===== config.mk =====
export PLATFORM = sky130hd
export DESIGN_NAME = radix_digit_emitter_top
export DESIGN_NICKNAME = d
export VERILOG_FILES = /design/src/rtl/core/rde_pkg.sv /design/src/rtl/core/rde_ctrl.sv /design/src/rtl/core/rde_dp.sv /design/src/rtl/core/radix_digit_emitter_top.sv
export SDC_FILE = /design/constraint.sdc
export NUM_CORES = 1
export LEC_CHECK = 0
export ABC_AREA = 0
export BUFFER_PORTS_ARGS = -buffer_cell sky130_fd_sc_hd__buf_2
export CAP_MARGIN = 10
export CELL_PAD_IN_SITES_DETAIL_PLACEMENT = 1
export CELL_PAD_IN_SITES_GLOBAL_PLACEMENT = 2
export CORE_MARGIN = 2
export CORE_UTILIZATION = 42
export CTS_CLUSTER_DIAMETER = 30
export CTS_CLUSTER_SIZE = 12
export DETAILED_ROUTE_END_ITERATION = 8
export PLACE_DENSITY = 0.93
export SYNTH_ARGS = -nofsm -noshare
export SYNTH_HDL_FRONTEND = slang
export SYNTH_HIERARCHICAL = 1
export SYNTH_SLANG_ARGS = --single-unit
export TNS_END_PERCENT = 5

===== constraint.sdc =====
create_clock -name i_clk -period 7.28 [get_ports i_clk]
set_input_delay 2.184 -clock i_clk [delete_from_list [all_inputs] [get_ports i_clk]]
set_output_delay 2.184 -clock i_clk [all_outputs]
set_load 0.1 [all_outputs]

===== src/rtl/core/rde_pkg.sv =====
`timescale 1ns / 1ps
// ----------------------------------------------------------------------------
// rde_pkg
// shared types, constants and the digit glyph lookup
// ----------------------------------------------------------------------------
package rde_pkg;

    localparam int DEFAULT_VALUE_BITS = 16;
    localparam int FIELD_BITS         = 16;
    localparam int RADIX_BITS         = 2;
    localparam int CHAR_BITS          = 7;
    localparam int DIGIT_BITS         = 4;
    localparam int TDATA_OUT_BITS     = 8;

    // radix select codes, unused code behaves as hex
    localparam logic [RADIX_BITS-1:0] RADIX_DEC   = 2'd0;
    localparam logic [RADIX_BITS-1:0] RADIX_OCT   = 2'd1;
    localparam logic [RADIX_BITS-1:0] RADIX_HEX   = 2'd2;
    localparam logic [RADIX_BITS-1:0] RADIX_SPARE = 2'd3;

    // reciprocal of ten, exact for operands up to 16 bits
    localparam int                MAGIC_BITS = 17;
    localparam logic [MAGIC_BITS-1:0] DEC_MAGIC = 17'h0CCCD;
    localparam int                DEC_SHIFT  = 19;

    typedef struct packed {
        logic load;     // take a new number
        logic extract;  // peel off one digit, least significant first
        logic emit;     // move next stored digit to the output register
    } t_cmd;

    typedef struct packed {
        logic quot_zero; // quotient of this extract step is zero
        logic rd_last;   // digit about to be emitted is the final one
        logic out_free;  // output register can take a digit
    } t_status;

    function automatic logic [CHAR_BITS-1:0] digit_glyph(input logic [DIGIT_BITS-1:0] d);
        logic [CHAR_BITS-1:0] ext;
        ext = {{(CHAR_BITS-DIGIT_BITS){1'b0}}, d};
        if (d < 4'd10) begin
            return 7'h30 + ext;
        end else begin
            return 7'h37 + ext;
        end
    endfunction

endpackage


===== src/rtl/core/rde_ctrl.sv =====
`timescale 1ns / 1ps
// ----------------------------------------------------------------------------
// rde_ctrl
// sequencer: accept, extract digits, emit digits
// ----------------------------------------------------------------------------
module rde_ctrl (
    input  logic             i_clk,
    input  logic             i_rst_n,
    input  logic             i_req_valid,
    output logic             o_req_ready,
    input  rde_pkg::t_status i_status,
    output rde_pkg::t_cmd    o_cmd
);
    import rde_pkg::*;

    typedef enum logic [1:0] {
        ST_IDLE,
        ST_EXTRACT,
        ST_EMIT
    } t_state;

    t_state r_state;
    t_state n_state;

    always_comb begin
        o_req_ready   = (r_state == ST_IDLE);
        o_cmd.load    = (r_state == ST_IDLE) && i_req_valid;
        o_cmd.extract = (r_state == ST_EXTRACT);
        o_cmd.emit    = (r_state == ST_EMIT) && i_status.out_free;
    end

    always_comb begin
        n_state = r_state;
        unique case (r_state)
            ST_IDLE: begin
                if (i_req_valid) n_state = ST_EXTRACT;
            end
            ST_EXTRACT: begin
                if (i_status.quot_zero) n_state = ST_EMIT;
            end
            ST_EMIT: begin
                if (i_status.out_free && i_status.rd_last) n_state = ST_IDLE;
            end
            default: n_state = ST_IDLE;
        endcase
    end

    always_ff @(posedge i_clk) begin
        if (!i_rst_n) begin
            r_state <= ST_IDLE;
        end else begin
            r_state <= n_state;
        end
    end

endmodule


===== src/rtl/core/rde_dp.sv =====
`timescale 1ns / 1ps
// ----------------------------------------------------------------------------
// rde_dp
// digit extraction, digit store and output register
// ----------------------------------------------------------------------------
module rde_dp #(
    parameter int VALUE_BITS = rde_pkg::DEFAULT_VALUE_BITS
) (
    input  logic                           i_clk,
    input  logic                           i_rst_n,
    input  logic [rde_pkg::FIELD_BITS-1:0] i_value,
    input  logic [rde_pkg::RADIX_BITS-1:0] i_radix_sel,
    input  rde_pkg::t_cmd                  i_cmd,
    output rde_pkg::t_status               o_status,
    input  logic                           i_out_ready,
    output logic                           o_out_valid,
    output logic [rde_pkg::CHAR_BITS-1:0]  o_out_char,
    output logic                           o_out_last
);
    import rde_pkg::*;

    localparam int EFF_BITS   = (VALUE_BITS < FIELD_BITS) ? VALUE_BITS : FIELD_BITS;
    localparam int MAX_DIGITS = (EFF_BITS + 2) / 3;
    localparam int IDX_W      = $clog2(MAX_DIGITS);
    localparam int CNT_W      = $clog2(MAX_DIGITS + 1);
    localparam int PROD_W     = EFF_BITS + DEC_SHIFT + 1;

    logic [EFF_BITS-1:0]   r_value;
    logic [RADIX_BITS-1:0] r_radix;
    logic [CNT_W-1:0]      r_wr_cnt;
    logic [CNT_W-1:0]      r_rd_idx;
    logic [DIGIT_BITS-1:0] r_buf [MAX_DIGITS];
    logic                  r_out_valid;
    logic [CHAR_BITS-1:0]  r_out_char;
    logic                  r_out_last;

    logic [PROD_W-1:0]     w_prod;
    logic [EFF_BITS-1:0]   w_q10;
    logic [EFF_BITS-1:0]   w_q10x;
    logic [EFF_BITS-1:0]   w_rem10;
    logic [EFF_BITS-1:0]   n_quot;
    logic [DIGIT_BITS-1:0] n_digit;

    // divide by the base: ten via the reciprocal, remainder by shift and add; eight or sixteen by shift
    always_comb begin
        w_prod  = PROD_W'(r_value) * PROD_W'(DEC_MAGIC);
        w_q10   = w_prod[DEC_SHIFT +: EFF_BITS];
        w_q10x  = (w_q10 << 3) + (w_q10 << 1);
        w_rem10 = r_value - w_q10x;
        unique case (r_radix)
            RADIX_DEC: begin
                n_quot  = w_q10;
                n_digit = w_rem10[DIGIT_BITS-1:0];
            end
            RADIX_OCT: begin
                n_quot  = r_value >> 3;
                n_digit = {1'b0, r_value[2:0]};
            end
            default: begin
                n_quot  = r_value >> 4;
                n_digit = r_value[DIGIT_BITS-1:0];
            end
        endcase
    end

    always_comb begin
        o_status.quot_zero = (n_quot == '0);
        o_status.rd_last   = (r_rd_idx == '0);
        o_status.out_free  = !r_out_valid || i_out_ready;
    end

    always_ff @(posedge i_clk) begin
        if (i_cmd.load) begin
            r_value <= i_value[EFF_BITS-1:0];
            r_radix <= i_radix_sel;
        end else if (i_cmd.extract) begin
            r_value <= n_quot;
        end
        if (i_cmd.extract) begin
            r_buf[r_wr_cnt[IDX_W-1:0]] <= n_digit;
        end
        if (i_cmd.emit) begin
            r_out_char <= digit_glyph(r_buf[r_rd_idx[IDX_W-1:0]]);
            r_out_last <= (r_rd_idx == '0);
        end
    end

    always_ff @(posedge i_clk) begin
        if (!i_rst_n) begin
            r_wr_cnt    <= '0;
            r_rd_idx    <= '0;
            r_out_valid <= 1'b0;
        end else begin
            if (i_cmd.load) begin
                r_wr_cnt <= '0;
            end else if (i_cmd.extract) begin
                r_wr_cnt <= r_wr_cnt + CNT_W'(1);
                r_rd_idx <= r_wr_cnt;
            end else if (i_cmd.emit) begin
                r_rd_idx <= r_rd_idx - CNT_W'(1);
            end
            if (i_cmd.emit) begin
                r_out_valid <= 1'b1;
            end else if (i_out_ready) begin
                r_out_valid <= 1'b0;
            end
        end
    end

    assign o_out_valid = r_out_valid;
    assign o_out_char  = r_out_char;
    assign o_out_last  = r_out_last;

endmodule


===== src/rtl/core/radix_digit_emitter_top.sv =====
`timescale 1ns / 1ps
// ----------------------------------------------------------------------------
// radix_digit_emitter_top
// unsigned number to ascii digits in decimal, octal or hexadecimal
// ----------------------------------------------------------------------------
// usage
//  - slave stream: one request per number, tdata holds the value, tuser the
//    radix select (0 decimal, 1 octal, 2 or 3 hexadecimal)
//  - master stream: one request per digit, most significant first, no
//    leading zeros; tdata carries the ascii code, tlast marks the final digit
//  - a zero value gives a single '0' with tlast set
//  - only the low VALUE_BITS bits of the value take part
//  - a number of d digits is first extracted into the digit store (one divide
//    by the base per cycle) and then emitted from the digit store, most
//    significant digit first
//  - one number at a time: s_axis_tready is low from acceptance until the
//    final digit has been loaded into the output register
//  - a stalled receiver holds the output register and pauses emission
//  - synchronous active-low reset returns to idle with no digit pending
// ----------------------------------------------------------------------------
module radix_digit_emitter_top #(
    parameter int VALUE_BITS = rde_pkg::DEFAULT_VALUE_BITS
) (
    input  logic                                i_clk,
    input  logic                                i_rst_n,
    // slave request channel
    input  logic                                i_s_axis_tvalid,
    output logic                                o_s_axis_tready,
    input  logic [rde_pkg::FIELD_BITS-1:0]      i_s_axis_tdata,  // [15:0] value
    input  logic [rde_pkg::RADIX_BITS-1:0]      i_s_axis_tuser,  // [1:0] radix_sel
    // master digit channel
    output logic                                o_m_axis_tvalid,
    input  logic                                i_m_axis_tready,
    output logic [rde_pkg::TDATA_OUT_BITS-1:0]  o_m_axis_tdata,  // [6:0] digit_char, [7] zero
    output logic                                o_m_axis_tlast   // last_digit
);
    import rde_pkg::*;

    t_cmd                 w_cmd;
    t_status              w_status;
    logic [CHAR_BITS-1:0] w_char;

    // sequencer
    rde_ctrl u_ctrl (
        .i_clk       (i_clk),
        .i_rst_n     (i_rst_n),
        .i_req_valid (i_s_axis_tvalid),
        .o_req_ready (o_s_axis_tready),
        .i_status    (w_status),
        .o_cmd       (w_cmd)
    );

    // divider step, digit store and output register
    rde_dp #(
        .VALUE_BITS (VALUE_BITS)
    ) u_dp (
        .i_clk       (i_clk),
        .i_rst_n     (i_rst_n),
        .i_value     (i_s_axis_tdata),
        .i_radix_sel (i_s_axis_tuser),
        .i_cmd       (w_cmd),
        .o_status    (w_status),
        .i_out_ready (i_m_axis_tready),
        .o_out_valid (o_m_axis_tvalid),
        .o_out_char  (w_char),
        .o_out_last  (o_m_axis_tlast)
    );

    // pad the 7-bit code to a whole byte
    assign o_m_axis_tdata = {{(TDATA_OUT_BITS-CHAR_BITS){1'b0}}, w_char};

endmodule


**After elaboration in Yosys (flattened, before gate mapping)**

Memory sizes are Yosys's and may differ from the RTL's. A register that Yosys moved wholly into a read port is not among the register bits.
Index checks and enable logic that the tools add are counted.

- Bits in registers: 35
- Memory bits (writable): 24
- Logic and storage cells: 57
- Memories kept: 1

Memories:

| memory | depth | width | read ports | clocked after Yosys merged registers in | write ports | RTL line | source |
|---|---|---|---|---|---|---|---|
| u_dp.r_buf | 6 | 4 | 1 | 1 | 1 | rde_dp.sv:32 | `logic [DIGIT_BITS-1:0] r_buf [MAX_DIGITS];` |

- Add/subtract/negate cells: 6
- Multipliers: 1
- Order comparisons: 1
- Equal/unequal tests: 6
- Mux-type cells: 17
- Bitwise operators: 2
- Reductions and logical operators: 15

Operators with widths:

| operator | count |
|---|---|
| $mul A16 B16 Y32 const B | 1 |
| $mux W16 | 2 |
| $pmux W13 S2 | 1 |
| $logic_not A16 Y1 | 1 |
| $add A6 B4 Y7 const A | 2 |
| $mux W3 | 4 |
| $pmux W4 S2 | 1 |
| $mux W7 | 1 |
| $mux W2 | 3 |
| $pmux W2 S3 | 1 |
| $reduce_bool A2 Y1 | 3 |
| $add A4 B4 Y4 | 1 |
| $eq A2 B1 Y1 const B | 2 |
| $logic_not A2 Y1 | 2 |
| $lt A4 B4 Y1 const B | 1 |
| $mux W1 | 4 |
| $ne A2 B2 Y1 const B | 2 |
| $sub A4 B4 Y4 | 1 |
| $add A3 B1 Y3 const B | 1 |
| $logic_and A1 B1 Y1 | 3 |
| $logic_not A3 Y1 | 1 |
| $reduce_and A3 Y1 | 1 |
| $sub A3 B1 Y3 const B | 1 |
| $eq A2 B2 Y1 const B | 1 |
| other kinds (6) | 7 |

**Depth between registers and ports, before layout**

Gate-level depths: netlist of the first run.

- Depth after elaboration: 7
- Mapped depth: 26
- Gate-level depth less buffers: 26

**By module**

The synthesis of the first run kept the hierarchy.

Modules (own cells, without submodules):

| module | instances | cells an instance | area an instance (um2) |
|---|---|---|---|
| rde_dp | 1 | 725 | 7,352.1 |
| rde_ctrl | 1 | 14 | 121.4 |
| radix_digit_emitter_top | 1 | 2 | 11.3 |

**Least setup slack after synthesis of the first run**

No wires, ideal clock.

- Path type: register to register
- Start: register u_dp.r_value[3]
- End: register u_ctrl.r_state[0]
- Setup time: 0.124 ns
- Data arrival time: 6.229 ns
- Slack: 0.927 ns
- Stages on the path, launching flop included: 24
- Path buffers: 0
- Period minus slack after synthesis: 6.353 ns
- Cells stage by stage: edfxtp_1 > ha_1 > inv_1 > fa_1 > inv_1 > fa_1 > fa_1 > fa_1 > inv_1 > fa_1 > inv_1 > ha_1 > and3_1 > a31oi_4 > a31oi_2 > a221o_1 > a311o_1 > a31oi_1 > nand3_1 > nor4b_2 > and4_1 > inv_1 > mux2i_1 > nor3b_1

RTL lines:

| what | RTL line | source |
|---|---|---|
| start: declaration | rde_dp.sv:28 | `logic [EFF_BITS-1:0] r_value;` |
| start signal: assignment | rde_dp.sv:74 | `r_value <= i_value[EFF_BITS-1:0];` |
| start signal: assignment | rde_dp.sv:77 | `r_value <= n_quot;` |
| end signal: assignment | rde_ctrl.sv:52 | `r_state <= n_state;` |
| end: declaration | rde_ctrl.sv:22 | `t_state r_state;` |

==> results.txt, run 1 <==
outcome = finished clean
RePlAce Congestion = 0.963
Seq/Total Area, Yosys = 23.3%
CP startpoint = u_dp/r_value[1]
max-slew violations = 0
worst hold path class = flop to flop
top-level I/O count = 33
layout cell share with drive strength beyond 1 = 10.8%
Yosys top cell area share = 22.7%
Post-Place Setup Slack = 198 ps
worst path buffer plus inverter count = 3
Die Ht = 137 µm
global-route wire length before repair = 30900 µm
Setup Skew = 5.30 ps
port bufs = 31
DP Cell Count = 996
H-tree Lvls = 3
vias in the first global route = 5842
DR pass1 iterations = 4
Total Wirelength = 19500 µm
register area = 1740 µm²
R2R Path Start = u_dp/r_value[1]
synth top area cells = ha_1 23%, fa_1 21%, edfxtp_1 20%, inv_1 8.8%, dfxtp_1 3.2%
fin crit period = 7000 ps
Async SR Flop Fraction = 0%
Worst Tran Pin Value = 810 ps
synthesized instance count = 741
Mapped Avg Cell Area = 10.1 µm²
Hold Crit Start = u_dp/o_out_valid
clock latency at the later pin of the worst-skew pair = 330 ps
Yosys Warn Count = 6
global routing's busiest layer = met2
Non-Filler Instances = 1022
Rows = 48
drc violations = 0
CTS tree = built
CP endpoint kind = flop
CP Class = flop to flop
Worst slew margin = 45.8%
wire per inst = 19.0 µm
GR Util met1 = 28.0%
Global Route met2 Usage = 39.9%
gr ovfl total = 0
setup ws final = 279 ps
synthesized area = 7480 µm²
Starting DRT DRC Count = 314
multiplexer share of the synthesized area = 3.24%
syn_nets = 978
multi-input logic area = 5040 µm²
crit path cell chain = ha_1, xor2_1, ha_1, a21o_1, fa_1, fa_1, fa_1, inv_1, fa_1, inv_1, ha_1, nand3_1, nor4_1, a22oi_2, a31oi_4, a221o_1, a311o_1, a31oi_1, nand3_1, nor4b_2, and4_1, inv_1, mux2i_1, nor3b_1
final setup vio count = 0
largest net degree at the start of global routing = 32
filler instances = 1946
MaxCap Viol Count = 0
f_max = 143 MHz
post-route ant nets = 0
Starting Density = 43.1%
total track usage = 21.9%
area delta synth->final = 11.5%
layout net count = 1029
number of distinct library cells after synthesis = 60
CTS Hold Bufs = 0
crit-path max cell delay = 550 ps
Diodes inserted = 0
CTS Buffer Depth = 2
Main synth FF type = edfxtp_1
GR met3 Demand/Resource = 3.13%
DR vias = 5416
clk sinks = 62
largest family of logic cells by synthesized area = adder cells
CP Data Arrival Time = 7220 ps
slowest stage cell, crit path = edfxtp_1
Top cell by count, worst path = fa_1
adder-cell share of the synthesized area = 43.9%
post-DP HPWL = 16600 µm
die footprint = 18900 µm²
simple-gate portion of the synthesized area = 8.04%
CTS Buf Count = 9
cell taking the most area after synthesis = ha_1
CP required = 7500 ps
CP top delay family = adder cells
complex-gate fraction of the synthesized area = 9.08%
Avg Vias per Cell = 5.30
initial antenna violation count = 0
Synth Register Bits = 62
Core Footprint = 17400 µm²
Worst-path clk slew = 60 ps
root buf cell = clkbuf_16
Startpoint Class = flop
worst-path fanout max = 9
number of enable flip-flop cells after synthesis = 50
final hold vios = 0
fin crit share = 96.2%
Synth Area in XOR/XNOR = 2.93%
Die W = 137 µm
-- metrics by stage --
stage	util, %	instance area [µm²]	hold slack (ps)	TNS (ps)
floorplan	-	7480	502	0
global placement	45.9	7960	530	0
detailed placement	45.9	7960	563	0
CTS	47.6	8260	578	0
global route	48.1	8340	606	-0.512
finish	48.1	8340	573	0
-- cell usage after synthesis, types with 2 or more instances --
master	instances
inv_1	176
ha_1	136
fa_1	79
edfxtp_1	50
nand2_1	46
a21oi_1	34
nor2_1	22
o21ai_0	18
xor2_1	14
mux2i_1	13
nand3_1	13
dfxtp_1	12
o21ai_1	12
clkbuf_1	11
xnor2_1	11
and2_1	8
a21o_1	6
and3_1	6
o22ai_1	6
nor2b_1	5
mux4_2	4
nand2b_1	4
nor3_1	4
a211o_1	3
a31oi_1	3
o21bai_1	3
or2_2	3
and4_1	2
mux2_2	2
nand4_1	2
nor4_1	2
o211ai_1	2
o21a_1	2
-- final timing paths --
check / cells past startpoint / to / slack (ps)
setup reg to reg: 24 / u_ctrl/r_state[0] / 280
hold / removal: 2 / u_dp/o_out_valid / 570
setup / recovery: 24 / u_ctrl/r_state[0] / 280
hold reg to reg: 2 / u_dp/o_out_valid / 570
-- area by class of cell --
cell class / instances / share of cell area (%)
clock buffers: 9 / 2.70
clock inverters: 7 / 0.885
inverters: 176 / 7.92
multi-input cells: 490 / 60.4
flip-flops and latches: 62 / 20.9
well taps: 225 / 3.37
repair buffers: 53 / 3.84
-- layout by cell type (no fill, tap or decap), types with 3 or more instances in the layout --
cell type	instances
a21o_1	6
a21oi_1	34
dfxtp_1	12
nor2b_1	5
inv_1	176
a31oi_1	3
clkinvlp_4	3
ha_1	135
nand2_1	46
o21bai_1	3
nand2b_1	4
or2_2	3
a211o_1	3
clkbuf_16	9
and3_1	6
edfxtp_1	50
mux2i_1	13
o21ai_1	12
nor3_1	4
mux4_2	4
and2_1	8
buf_4	22
buf_2	31
nor2_1	22
xor2_1	14
fa_1	79
xnor2_1	11
o21ai_0	18
nand3_1	13
o22ai_1	6
-- tightest hold or removal path, cell delays in order, from the launching register on --
cell and delay, ps:
dfxtp_1 300, nand2b_1 110, a21boi_0 110
-- metal layers --
layer / part of all wire (%) / vias to the layer above / routed length [µm]
li1: - / 2553 / -
met1: 42 / 2742 / 8190
met2: 53 / 105 / 10300
met3: 3.8 / 16 / 736
met4: 1.1 / 0 / 208
met5: 0 / - / 0
-- repair_timing --
item / 4_1_cts / 5_1_grt
resized for setup: 0 / 2
setup endpoints to repair: 0 / 2
setup buffers: 0 / 10
-- kinds of logic (layout without fill, tap and decap cells) --
family	count (synthesis)	count (layout)
compound gates	107	107
xor+xnor	25	25
fa+ha+maj	215	215
buf+inv	189	245
flops	62	62
mux	19	19
other cells	1	1
simple gates	123	123
-- registers in the layout (all words and copies together) (netlist names), named ones only --
register / flops
u_dp/o_out_valid: 1
u_dp/r_wr_cnt: 3
u_ctrl/r_state: 2
u_dp/o_out_last: 1
u_dp/r_rd_idx: 3
u_dp/r_buf: 24
u_dp/r_value: 16
u_dp/o_out_char: 7
u_dp/r_radix: 2
Power of run 1 is not shown: default switching activity piles up to over one toggle a cycle in this logic, so the estimate is an artifact.
==> run 2: changes to the inputs <==
Settings changed: SYNTH_HIERARCHICAL 1 to default.
==> run 2 against run 1 <==
Sequential share of layout area barely moved. Setup slack better by 87 ps. Register-to-register slack improved by 90 ps. Cell area is essentially flat. Highest routed layer unchanged. Count of clock-buffer cells in the layout up 1. Synthesized area increased by 1.6%.
==> results.txt, run 2 <==
outcome = finished clean (unchanged)
Die Ht = 139 µm (was 137 µm)
Main synth FF type = edfxtp_1 (unchanged)
total track usage = 24.1% (was 21.9%)
Rows = 49 (was 48)
Starting DRT DRC Count = 333 (was 314)
Async SR Flop Fraction = 0% (unchanged)
Worst slew margin = 26.9% (was 45.8%)
layout net count = 1033 (was 1029)
CTS Hold Bufs = 0 (unchanged)
syn_nets = 1000 (was 978)
CP Class = flop to flop (unchanged)
count leader, synth = inv_1 (unchanged)
layout cell share with drive strength beyond 1 = 7.74% (was 10.8%)
Setup Skew = 11.0 ps (was 5.30 ps)
Top cell by count, worst path = inv_1 (was fa_1)
RePlAce Congestion = 1.00 (was 0.963)
number of distinct library cells after synthesis = 61 (was 60)
f_max = 145 MHz (was 143 MHz)
drc violations = 0 (unchanged)
CP required = 7350 ps (was 7500 ps)
worst path buffer plus inverter count = 5 (was 3)
list of most frequent post-synthesis cells = 170 x inv_1, 136 x ha_1, 79 x fa_1 (was 176 x inv_1, 136 x ha_1, 79 x fa_1)
post-route ant nets = 0 (unchanged)
Diodes inserted = 0 (unchanged)
Die W = 139 µm (was 137 µm)
crit-path max cell delay = 540 ps (was 550 ps)
cell taking the most area after synthesis = ha_1 (unchanged)
clk sinks = 62 (unchanged)
synth top area cells = ha_1 22%, fa_1 21%, edfxtp_1 20%, inv_1 8.4%, dfxtp_1 3.2% (was ha_1 23%, fa_1 21%, edfxtp_1 20%, inv_1 8.8%, dfxtp_1 3.2%)
largest net degree at the start of global routing = 26 (was 32)
global-route wire length before repair = 35600 µm (was 30900 µm)
MaxCap Viol Count = 0 (unchanged)
multi-input logic area = 5160 µm² (was 5040 µm²)
slowest stage cell, crit path = edfxtp_1 (unchanged)
post-CTS resize count = 0 (unchanged)
worst hold path class = flop to flop (unchanged)
Starting Density = 42.6% (was 43.1%)
gr ovfl total = 0 (unchanged)
highest-count cells in the layout ignoring fill and taps = 170 x inv_1, 136 x ha_1, 79 x fa_1 (was 176 x inv_1, 135 x ha_1, 79 x fa_1)
H-tree Lvls = 3 (unchanged)
Core Footprint = 17800 µm² (was 17400 µm²)
CTS tree = built (unchanged)
final hold vios = 0 (unchanged)
fin crit share = 95.0% (was 96.2%)
synthesized area = 7600 µm² (was 7480 µm²)
CTS Buffer Depth = 2 (unchanged)
DR pass1 iterations = 6 (was 4)
Seq/Total Area, Yosys = 22.9% (was 23.3%)
Fin Setup TNS = 0 ps (unchanged)
register area = 1740 µm² (unchanged)
crit path cell chain = ha_1, xor2_1, ha_1, fa_1, inv_1, fa_1, inv_1, fa_1, inv_1, fa_1, inv_1, ha_1, a21o_1, or2_0, o21bai_1, o21ai_0, inv_1, ha_1, nand2_1, nand2_1, xnor2_1, mux2i_1, o21ai_1 (was ha_1, xor2_1, ha_1, a21o_1, fa_1, fa_1, fa_1, inv_1, fa_1, inv_1, ha_1, nand3_1, nor4_1, a22oi_2, a31oi_4, a221o_1, a311o_1, a31oi_1, nand3_1, nor4b_2, and4_1, inv_1, mux2i_1, nor3b_1)
Mapped Avg Cell Area = 9.96 µm² (was 10.1 µm²)
max reg flops = 24 (unchanged)
vias in the first global route = 6374 (was 5842)
CTS Buf Count = 9 (unchanged)
Post-CTS Setup Repair Bufs = 0 (unchanged)
CP endpoint kind = flop (unchanged)
post-DP HPWL = 18300 µm (was 16600 µm)
Total Wirelength = 22200 µm (was 19500 µm)
clock latency at the later pin of the worst-skew pair = 340 ps (was 330 ps)
initial antenna violation count = 0 (unchanged)
port bufs = 31 (unchanged)
max-slew violations = 0 (unchanged)
wire per inst = 21.5 µm (was 19.0 µm)
worst-path fanout max = 8 (was 9)
Yosys top cell area share = 22.4% (was 22.7%)
Yosys Warn Count = 0 (was 6)
most common cell after layout, fill and taps aside = inv_1 (unchanged)
final setup vio count = 0 (unchanged)
root buf cell = clkbuf_16 (unchanged)
die footprint = 19200 µm² (was 18900 µm²)
DR vias = 5701 (was 5416)
synthesized instance count = 763 (was 741)
Worst-path clk slew = 60 ps (about the same)
top-level I/O count = 33 (unchanged)
Synth Register Bits = 62 (unchanged)
filler instances = 2011 (was 1946)
unrepaired setup endpoints after global routing = false
area delta synth->final = 9.86% (was 11.5%)
CP top delay family = adder cells (unchanged)
fin crit period = 6910 ps (was 7000 ps)
number of enable flip-flop cells after synthesis = 50 (unchanged)
CP Data Arrival Time = 6990 ps (was 7220 ps)
Startpoint Class = flop (unchanged)
Worst Tran Pin Value = 1090 ps (was 810 ps)
Avg Vias per Cell = 5.53 (was 5.30)
[run 2: changes by cell type after synthesis, sizes merged, moves of 4 or more]
cell    before  now
nor2        22   33
a211oi       1    8
mux2i       13    6
nand2       47   41
nand4        2    8
o22ai        6    0
and3         6   11
and2         8    4
inv        176  172
[run 2: final cells by class]
| type | count | share of cell area (%) |
|---|---|---|
| Timing Repair Buffer | 35 | 2.22 |
| Clock inverter | 6 | 1.11 |
| Multi-Input combinational cell | 516 | 61.8 |
| Tap cell | 229 | 3.43 |
| Clock buffer | 10 | 2.86 |
| Inverter | 172 | 7.73 |
| Sequential cell | 62 | 20.9 |
[run 2: worst paths after layout]
kind,startpoint,to,slack [ps],cells past startpoint
worst max-delay path,u_dp.r_value[4],u_dp.r_buf[0][3],370,23
worst min-delay path,u_dp.o_out_valid,u_dp.o_out_valid,570,2
worst max register to register,u_dp.r_value[4],u_dp.r_buf[0][3],370,23
worst min register to register,u_dp.o_out_valid,u_dp.o_out_valid,570,2
[run 2: cells by family (layout without fill, tap and decap cells)]
group / count (synthesis) / count (layout) / share of synthesized area, %
buffers and inverters: 185 / 223 / 9.20
and+or+nand+nor: 145 / 145 / 9.46
other: 1 / 1 / 0.0493
DFF: 62 / 62 / 22.9
AOI/OAI and AO/OA: 120 / 120 / 10.3
muxes: 11 / 11 / 2.12
xor gates and xnor gates: 24 / 24 / 2.76
adders and majority gates: 215 / 215 / 43.2
[run 2: per-stage QoR]
step	instances	setup WS [ps]	area (µm²)	hold slack (ps)	utilization [%]
finish	1030	367	8350	566	46.8
global route	1030	48.8	8350	609	46.8
CTS	1030	404	8350	571	46.8
detailed placement	1014	484	8020	534	45.0
global placement	1014	689	8020	517	45.0
floorplan	763	1230	7600	498	-
[run 2: layer usage]
metal	global-route usage (%)	up-vias	part of all wire (%)
met5	0	-	0
met4	9.45	0	3.6
met3	4.25	47	4.2
met2	40.5	131	49
met1	31.2	2891	43
li1	-	2632	-
[run 2: worst register-to-register path, stage by stage (launching register included)]
cell      delay [ps]
edfxtp_1         540
ha_1             500
xor2_1           220
ha_1             310
fa_1             540
inv_1             60
fa_1             530
inv_1             60
fa_1             540
inv_1             60
fa_1             530
inv_1             40
ha_1             410
a21o_1           210
or2_0            280
o21bai_1         200
o21ai_0          310
inv_1            100
ha_1             330
nand2_1           80
nand2_1           70
xnor2_1          220
mux2i_1          100
o21ai_1          420
Power of run 2 is left out for the same reason.
==> run 3: changes to the inputs <==
Settings changed: ABC_AREA 0 to 1, CORE_MARGIN 2 to 1, CORE_UTILIZATION 42 to 39, MAX_ROUTING_LAYER from default to met4.
==> run 3 against run 2 <==
Clock skew about the same. Fmax increased by 8.0%. Synthesized cell count increased by 35%. Setup slack improved by 510 ps. Flip-flop and latch count unchanged. Wire length increased by 8.5%. Non-clock buffer count decreased by 3. Hold slack got worse by 28 ps. Global-route usage decreased by 0.35 points. Final cell count increased by 30%. Die area increased by 14%. Critical endpoint is now u_dp.r_buf[4][3]. Largest cell class unchanged.
==> results.txt, run 3 <==
largest family of logic cells by synthesized area = adder cells (unchanged)
H-tree Lvls = 3 (unchanged)
fin crit period = 6400 ps (was 6910 ps)
final setup vio count = 0 (unchanged)
worst-path fanout max = 8 (unchanged)
unrepaired setup endpoints after global routing = false (unchanged)
Fin Setup TNS = 0 ps (unchanged)
final instance area = 9030 µm² (was 8350 µm²)
outcome = finished clean (unchanged)
wire per inst = 18.0 µm (was 21.5 µm)
root buf cell = clkbuf_16 (unchanged)
CTS Hold Bufs = 0 (unchanged)
initial antenna violation count = 0 (unchanged)
Rows = 52 (was 49)
most common cell after layout, fill and taps aside = inv_1 (unchanged)
CTS tree = built (unchanged)
layout net count = 1299 (was 1033)
area delta synth->final = 9.17% (was 9.86%)
Yosys Warn Count = 0 (unchanged)
layout cell share with drive strength beyond 1 = 6.47% (was 7.74%)
Die Ht = 148 µm (was 139 µm)
number of distinct library cells after synthesis = 40 (was 61)
DR vias = 6673 (was 5701)
complex-gate fraction of the synthesized area = 6.51% (was 10.3%)
DR pass1 iterations = 6 (unchanged)
Worst slew margin = 35.8% (was 26.9%)
Worst Tran Pin Value = 961 ps (was 1090 ps)
CP Data Arrival Time = 6460 ps (was 6990 ps)
synthesized area = 8270 µm² (was 7600 µm²)
clock latency at the later pin of the worst-skew pair = 330 ps (was 340 ps)
Starting DRT DRC Count = 328 (was 333)
gr ovfl total = 0 (unchanged)
CP endpoint kind = flop (unchanged)
Synth Area in XOR/XNOR = 1.48% (was 2.76%)
Mapped Avg Cell Area = 8.04 µm² (was 9.96 µm²)
Seq/Total Area, Yosys = 21.1% (was 22.9%)
drc violations = 0 (unchanged)
Post-CTS Setup Repair Bufs = 0 (unchanged)
syn_nets = 1265 (was 1000)
CTS Buf Count = 9 (unchanged)
post-DP HPWL = 21100 µm (was 18300 µm)
CP Class = flop to flop (unchanged)
Worst-path clk slew = 60 ps (about the same)
CTS Buffer Depth = 2 (unchanged)
fin crit share = 87.9% (was 95.0%)
CP required = 7340 ps (was 7350 ps)
list of most frequent post-synthesis cells = 268 x inv_1, 200 x nand2_1, 136 x ha_1 (was 170 x inv_1, 136 x ha_1, 79 x fa_1)
final hold vios = 0 (unchanged)
RePlAce Congestion = 0.918 (was 1.00)
Die W = 148 µm (was 139 µm)
worst hold path class = flop to flop (unchanged)
clk sinks = 62 (unchanged)
Startpoint Class = flop (unchanged)
f_max = 156 MHz (was 145 MHz)
Setup Skew = 11.2 ps (was 11.0 ps)
adder-cell share of the synthesized area = 39.7% (was 43.2%)
cell taking the most area after synthesis = ha_1 (unchanged)
synthesized instance count = 1028 (was 763)
Main synth FF type = edfxtp_1 (unchanged)
Core Footprint = 20500 µm² (was 17800 µm²)
multiplexer share of the synthesized area = 0% (was 2.12%)
max-slew violations = 0 (unchanged)
Starting Density = 40.3% (was 42.6%)
placed inst area = 8730 µm² (was 8020 µm²)
Diodes inserted = 0 (unchanged)
top-level I/O count = 33 (unchanged)
simple-gate portion of the synthesized area = 18.3% (was 9.46%)
total track usage = 23.8% (was 24.1%)
max reg flops = 24 (unchanged)
Yosys top cell area share = 20.6% (was 22.4%)
highest-count cells in the layout ignoring fill and taps = 268 x inv_1, 200 x nand2_1, 136 x ha_1 (was 170 x inv_1, 136 x ha_1, 79 x fa_1)
Synth Register Bits = 62 (unchanged)
Avg Vias per Cell = 4.99 (was 5.53)
port bufs = 31 (unchanged)
count leader, synth = inv_1 (unchanged)
largest net degree at the start of global routing = 30 (was 26)
Async SR Flop Fraction = 0% (unchanged)
global-route wire length before repair = 37800 µm (was 35600 µm)
MaxCap Viol Count = 0 (unchanged)
post-route ant nets = 0 (unchanged)
synth top area cells = ha_1 21%, fa_1 19%, edfxtp_1 18%, inv_1 12%, nand2_1 9.1% (was ha_1 22%, fa_1 21%, edfxtp_1 20%, inv_1 8.4%, dfxtp_1 3.2%)
die footprint = 21800 µm² (was 19200 µm²)
number of enable flip-flop cells after synthesis = 50 (unchanged)
vias in the first global route = 7063 (was 6374)
Total Wirelength = 24100 µm (was 22200 µm)
post-CTS resize count = 0 (unchanged)
[run 3: changes by cell type in the layout (fill, tap and decap cells not counted), sizes merged, moves of 11 or more]
| cell | change |
|---|---|
| nand3 | +35 |
| nand2 | +162 |
| inv | +99 |
| and3 | -11 |
| nor2 | +57 |
| o22ai | +12 |
[run 3: area by class of cell]
type,count,area (µm²)
clock buffer,9,225
multi-input combinational,685,5460
sequential,62,1740
inverter,272,1020
tap,270,338
fill,2550,11500
timing repair buffer,32,163
clock inverter,7,73.8
[run 3: path summary, 6_finish.rpt]
path,to,slack [ps],from,depth (start not counted)
setup / recovery,u_dp.r_buf[4][3],880,u_dp.r_value[4],24
hold / removal,u_dp.r_rd_idx[1],540,u_dp.r_rd_idx[1],2
hold reg to reg,u_dp.r_rd_idx[1],540,u_dp.r_rd_idx[1],2
setup reg to reg,u_dp.r_buf[4][3],880,u_dp.r_value[4],24
[run 3: kinds of logic after synthesis]
kind of cell	Yosys count
other	1
flip-flops	62
adder cells (fa/ha/maj)	215
XOR/XNOR	14
buffers and inverters	281
AND/OR/NAND/NOR	361
AO/OA/AOI/OAI	94
[run 3: critical path: stages, from the launching register on]
cell and delay, ps:
edfxtp_1 550, ha_1 450, xor2_1 200, ha_1 310
fa_1 540, inv_1 60, fa_1 530, inv_1 60
fa_1 520, inv_1 70, fa_1 530, inv_1 40
ha_1 370, nand2_2 120, nor2_2 210, inv_1 80
nor2_1 90, nand2_1 70, nand3_1 90, nand2_1 90
ha_1 330, nand3_1 100, xor2_1 170, and2_1 150
o22ai_1 400
[run 3: through the flow]
| stage | util [%] | hold slack (ps) | setup slack [ps] | std cells |
|---|---|---|---|---|
| floorplan | - | 456 | 1610 | 1028 |
| global placement | 42.6 | 487 | 1120 | 1321 |
| detailed placement | 42.6 | 512 | 962 | 1321 |
| CTS | 44.0 | 525 | 938 | 1337 |
| global route | 44.0 | 547 | 554 | 1337 |
| finish | 44.0 | 538 | 880 | 1337 |
[run 3: per-layer routing]
layer / wire length [µm] / up-vias / track usage, %
met2: 11200 / 103 / 37.6
met3: 615 / 42 / 3.33
li1: - / 3281 / -
met5: 0 / - / -
met4: 1290 / 0 / 11.4
met1: 10900 / 3247 / 30.0
Power of run 3 is left out for the same reason.
